### src/fncl_pkg.sv
// Shared types and constants for the FAT next-cluster lookup block.
// Used by the controller, the datapath, the top level and the checker.
package fncl_pkg;

    localparam int CLUSTER_W  = 28;
    localparam int FILL_OFF_W = 11;
    localparam int OFF_W      = 30;    // cluster number times four
    localparam int FILL_SPAN  = 2048;  // bytes a fill offset can address
    localparam int CFG_IDX_W  = 1;
    localparam int CFG_DATA_W = 16;

    localparam logic REQ_LOOKUP = 1'b0;
    localparam logic REQ_FILL   = 1'b1;

    localparam logic [1:0] FAT_12 = 2'd0;
    localparam logic [1:0] FAT_16 = 2'd1;
    localparam logic [1:0] FAT_32 = 2'd2;

    localparam logic [CFG_IDX_W-1:0] CFG_FAT_TYPE = 1'd0;
    localparam logic [CFG_IDX_W-1:0] CFG_RESERVED = 1'd1;

    localparam logic [11:0] FAT12_MASK = 12'hFFF;
    localparam logic [11:0] FAT12_EOC  = 12'hFF8;
    localparam logic [31:0] FAT12_EXT  = 32'hFFFFF000;
    localparam logic [15:0] FAT16_EOC  = 16'hFFF8;
    localparam logic [31:0] FAT16_EXT  = 32'hFFFF0000;

    typedef struct packed {
        logic                  req_type;
        logic [CLUSTER_W-1:0]  cluster;
        logic [FILL_OFF_W-1:0] fill_offset;
        logic [7:0]            fill_byte;
    } req_t;

    typedef struct packed {
        logic        hit;
        logic [31:0] next_cluster;
        logic [31:0] fetch_sector;
    } rsp_t;

    typedef enum logic [5:0] {
        ST_IDLE    = 6'b000001,
        ST_OFFSET  = 6'b000010,
        ST_CHECK   = 6'b000100,
        ST_FETCH   = 6'b001000,
        ST_EXTRACT = 6'b010000,
        ST_OUT     = 6'b100000
    } state_t;

    typedef struct packed {
        logic load;
        logic offset_en;
        logic check_en;
        logic read_en;
        logic extract_en;
    } ctrl_cmd_t;

    typedef struct packed {
        logic chk_hit;
    } dp_status_t;

endpackage

### src/fncl_ctrl.sv
// Sequencing state machine for one lookup transaction.
// Depends on fncl_pkg for the state type and the command/status structs.
module fncl_ctrl
    import fncl_pkg::*;
(
    input  logic       clk,
    input  logic       rst_n,
    input  logic       lookup_start,
    input  logic       rsp_stall,
    input  dp_status_t status,
    output ctrl_cmd_t  cmd,
    output logic       busy,
    output logic       rsp_valid
);

    state_t state_reg;
    state_t state_next;

    always_ff @(posedge clk or negedge rst_n)
    begin
        if (!rst_n)
        begin
            state_reg <= ST_IDLE;
        end
        else
        begin
            state_reg <= state_next;
        end
    end

    always_comb
    begin
        state_next = state_reg;
        case (state_reg)
            ST_IDLE:
            begin
                if (lookup_start)
                begin
                    state_next = ST_OFFSET;
                end
            end
            ST_OFFSET:  state_next = ST_CHECK;
            ST_CHECK:   state_next = status.chk_hit ? ST_FETCH : ST_OUT;
            ST_FETCH:   state_next = ST_EXTRACT;
            ST_EXTRACT: state_next = ST_OUT;
            ST_OUT:
            begin
                if (!rsp_stall)
                begin
                    state_next = ST_IDLE;
                end
            end
            default:    state_next = ST_IDLE;
        endcase
    end

    always_comb
    begin
        cmd.load       = (state_reg == ST_IDLE) && lookup_start;
        cmd.offset_en  = (state_reg == ST_OFFSET);
        cmd.check_en   = (state_reg == ST_CHECK);
        cmd.read_en    = (state_reg == ST_FETCH);
        cmd.extract_en = (state_reg == ST_EXTRACT);
    end

    assign busy      = (state_reg != ST_IDLE);
    assign rsp_valid = (state_reg == ST_OUT);

endmodule

### config.mk
export PLATFORM = sky130hd
export DESIGN_NAME = fncl_ctrl
export DESIGN_NICKNAME = d
export VERILOG_FILES = /design/src/fncl_pkg.sv /design/src/fncl_ctrl.sv
export SDC_FILE = /design/constraint.sdc
export NUM_CORES = 1
export LEC_CHECK = 0
export BUFFER_PORTS_ARGS = -buffer_cell sky130_fd_sc_hd__buf_2
export CAP_MARGIN = 25
export CORE_AREA = 10 10 47 49
export CTS_BUF_LIST = sky130_fd_sc_hd__clkbuf_16
export DETAILED_ROUTE_END_ITERATION = 6
export DIE_AREA = 0 0 57 59
export PLACE_DENSITY = 0.57
export SKIP_LAST_GASP = 1
export SYNTH_ARGS = -nofsm -noshare
export SYNTH_HDL_FRONTEND = slang
export SYNTH_SLANG_ARGS = --single-unit
### constraint.sdc
create_clock -name clk -period 4.3 [get_ports clk]
set_clock_uncertainty 0.05 [all_clocks]
set_input_delay 0.86 -clock clk [delete_from_list [all_inputs] [get_ports clk]]
set_output_delay 0.86 -clock clk [all_outputs]
set_load 0.01 [all_outputs]
After elaboration in Yosys (flattened, before gate mapping)
Index checks and enable logic that the tools add are counted.
- word-level logic and storage cells: 16
- output and inout port bits: 7
- bits of input ports: 5
- register bits after elaboration: 6
- reductions and logical operators: 2
- multiplexer cells: 4
- equal/unequal tests: 9
- operators by type and width (cell ; count):
    case mux 6 bit (6 select lines) ; 1
    two-way mux 6 bit ; 3
    == test 6 x 1 -> 1 bit, second input constant ; 1
    == test 6 x 2 -> 1 bit, second input constant ; 1
    == test 6 x 3 -> 1 bit, second input constant ; 1
    == test 6 x 4 -> 1 bit, second input constant ; 1
    == test 6 x 5 -> 1 bit, second input constant ; 1
    == test 6 bit, second input constant ; 1
    != test 6 x 1 -> 1 bit, second input constant ; 1
    != test 2 bit, second input constant ; 2
    AND reduction 2 bit ; 1
    logical AND 1 bit ; 1

Depth between registers and ports, before layout
- depth after elaboration: 3
- gate-level depth with buffers: 4
- depth with buffers taken out: 3

Worst setup path before layout
OpenSTA, ideal clock, no wires.
- path kind: register to output
- start point: register state_reg[3]
- end point: output rsp_valid
- path buffers: 1
- required time: 3.390 ns
- stages on the path, launching flop included: 4
- data arrival time: 1.345 ns
- path slack: 2.045 ns
- cell sequence: dfrtp_1 clkbuf_2 or4_1 nor3b_1
- cells in the longest elaborated chain, start to end: 1
- ends and longest elaborated chain (element ; RTL line ; source):
    from (decl) ; fncl_ctrl.sv:16 ; state_t state_reg;
    from (signal assigned) ; fncl_ctrl.sv:27 ; state_reg <= state_next;
    == test 6 bit ; fncl_ctrl.sv:67 ; assign rsp_valid = (state_reg == ST_OUT);
    to (decl) ; fncl_ctrl.sv:13 ; output logic rsp_valid
No other way between the ends.

==> summary.md <==
| Metric | Value |
|---|---|
| Sequential fraction of the synthesis area | 42.0% |
| Routed Wire Length | 854 um |
| Syn Inst Count | 36 |
| Switch share | 29.9% |
| Die footprint | 0.00336 mm2 |
| Most used flip-flop cell after synthesis | dfrtp_1 |
| Sequential share of power | 27.2% |
| Most common cell after layout, fill and taps aside | buf_2 |
| Run status | completed |
| Gr usage total | 6.07% |
| First-pass GRT wire length | 1490 um |
| Pin count of the biggest net entering global routing | 9 |
| Area growth, synth to finish | 40.3% |
| Finish-stage setup viols | 0 |
| Crit path launch type | flop |
| Clk slew on worst S/H paths | 0.03 ns |
| Layout cells sized above 1 | 34.7% |
| Drc violations | 0 |
| Hold Violations, Final | 0 |
| Switch Pwr | 107 uW |
| CP arrival | 1.67 ns |
| Core outline area | 0.00140 mm2 |
| Post-synthesis instance area | 360 um2 |
| Most frequent cells in the layout | 11 x buf_2, 5 x dfrtp_1, 4 x nor2_1 |
| Worst Tran Pin Value | 0.647 ns |
| Fin crit period | 2.58 ns |
| Ports | 12 |
| Multi-input logic area | 196 um2 |
| Port Buffers | 11 |
| Required time of the worst setup path | 3.39 ns |
| Syn Area/Cell | 10.0 um2 |
| Ys Warns | 0 |
| Antenna Violating Nets Remaining | 0 |
| Die width | 57 um |
| Vias in the first global route | 320 |
| EDFF count, synth | 0 |
| Top-area cell type share of the netlist area | 34.7% |
| Vias | 294 |
| Final net count | 55 |
| Register Area | 151 um2 |
| Pint | 251 uW |
| Clock Power Share | 42.6% |
| Pre-antenna DRT Iters | 1 |
| Synth Net Count | 41 |
| Clock buffer depth | 2 |
| FFs w/ async S/R, synth | 100% |
| Setup TNS | 0 ns |
| Pins over their slew limit | 0 |
| RSZ-0062 raised after global routing | no |
| Max-cap violations | 0 |
| Cell row count | 14 |
| Final Hold Slack | 0.396 ns |
| Yosys cell types | 24 |
| Initial cell density of the core | 25.7% |
| Vias per inst | 4.52 |
| Max reg flops | 6 |
| HPWL Detailed | 618 um |
| Pwr Density | 709 mW/mm2 |
| Initial antenna violation count | 0 |
| R2r setup slk | 2.76 ns |
| Comb power frac | 30.2% |
| Leakage | 0.263 nW |
| Fillers | 153 |
| Slew HR | 56.4% |
| Final period utilization | 59.9% |
| Post-CTS Repair Setup Buffers | 0 |
| Root buf cell | clkbuf_16 |
| Peak supply drop | 0.000282 V |
| Max Fclk | 388 MHz |
| Cell taking the most area after synthesis | dfrtp_1 |
| Clock sinks | 6 |
| Gp weighted congestion | 0.758 |
| H-tree Lvls | 1 |
| CP Capture Type | primary output |
| Chip height | 59 um |
| CTS tree | yes |
| Starting DRC count in detailed routing | 0 |
| # diodes | 0 |
| Dominant cells by area after synthesis | dfrtp_1 35%, dfstp_2 7.3%, nor3b_1 6.3% |
| Routed len/inst | 13.1 um |
| Hold Buf Count CTS | 0 |
| Critical path type | flop to primary output |
| Worst hold path class | primary input to asynchronous set/reset pin |
| Worst-Skew Late Latency | 0.23 ns |
| Largest fanout on the critical path | 8 |
| CTS Buf Count | 3 |
| Grt ovf | 0 |
| Synthesized flop and latch total | 6 |
| Number of gates resized after cts | 0 |
## path summary, 6_finish.rpt
kind                                             to                     start  cells after the start
max                                          cmd[3]  state_reg[3]$_DFFE_PN0P_                      3
min                        state_reg[2]$_DFFE_PN0P_                     rst_n                      1
max reg2reg                state_reg[0]$_DFFE_PN1P_  state_reg[3]$_DFFE_PN0P_                      3
min reg2reg                state_reg[4]$_DFFE_PN0P_  state_reg[2]$_DFFE_PN0P_                      1
max in group asynchronous  state_reg[0]$_DFFE_PN1P_                     rst_n                      1
min in group clk           state_reg[4]$_DFFE_PN0P_  state_reg[2]$_DFFE_PN0P_                      1
## power groups by stage
stage | Combinational, mW | Clock (mW) | Sequential [mW]
floorplan | 0.0902 | 0 | 0.0843
global placement | 0.110 | 0 | 0.0978
detailed placement | 0.110 | 0 | 0.0970
CTS | 0.110 | 0.156 | 0.0972
global route | 0.120 | 0.163 | 0.102
finish | 0.108 | 0.153 | 0.0973
## Yosys cell counts (2+ instances only)
master    n
nand3b_1  2
nor3b_1   3
dfrtp_1   5
and3_1    2
nor2_1    4
and3b_1   2
## cell type report
type,count,share of cell area [%]
Timing Repair Buffer,11,10.9
Multi-Input combinational cell,27,38.9
Tap cell,16,3.96
Clock buffer,3,14.9
Clock inverter,1,0.743
Sequential cell,6,30.0
Inverter,1,0.743
## through the flow
step           std cells  util, %  setup slack [ns]  total power, mW  area (um2)
6_report              65     36.1              1.72            0.358         505
5_1_grt               65     36.1              1.60            0.385         505
4_1_cts               65     36.1              1.72            0.363         505
3_5_place_dp          61     30.4              1.96            0.207         427
3_3_place_gp          61     30.4              1.98            0.208         427
2_1_floorplan         36        -              2.04            0.174         360
## kinds of logic (layout without fill, tap and decap cells)
kind of cell	after synthesis	count (layout)	synth area share [%]
compound gates	4	4	7.99
flops	6	6	42.0
buf+inv	3	16	3.47
simple gates	22	22	44.1
xor+xnor	1	1	2.43
## metal layers
layer	global-route usage, %	part of all wire (%)
met5	0	0
met2	7.91	40
met1	6.96	52
met3	4.72	6.8
met4	3.02	0.94
## critical path: stages, from the launching register on
cell and delay [ns]:
dfrtp_1 0.47, nor4_1 0.59, and3b_1 0.25, buf_2 0.13
Power figures use the tool's default switching activity.
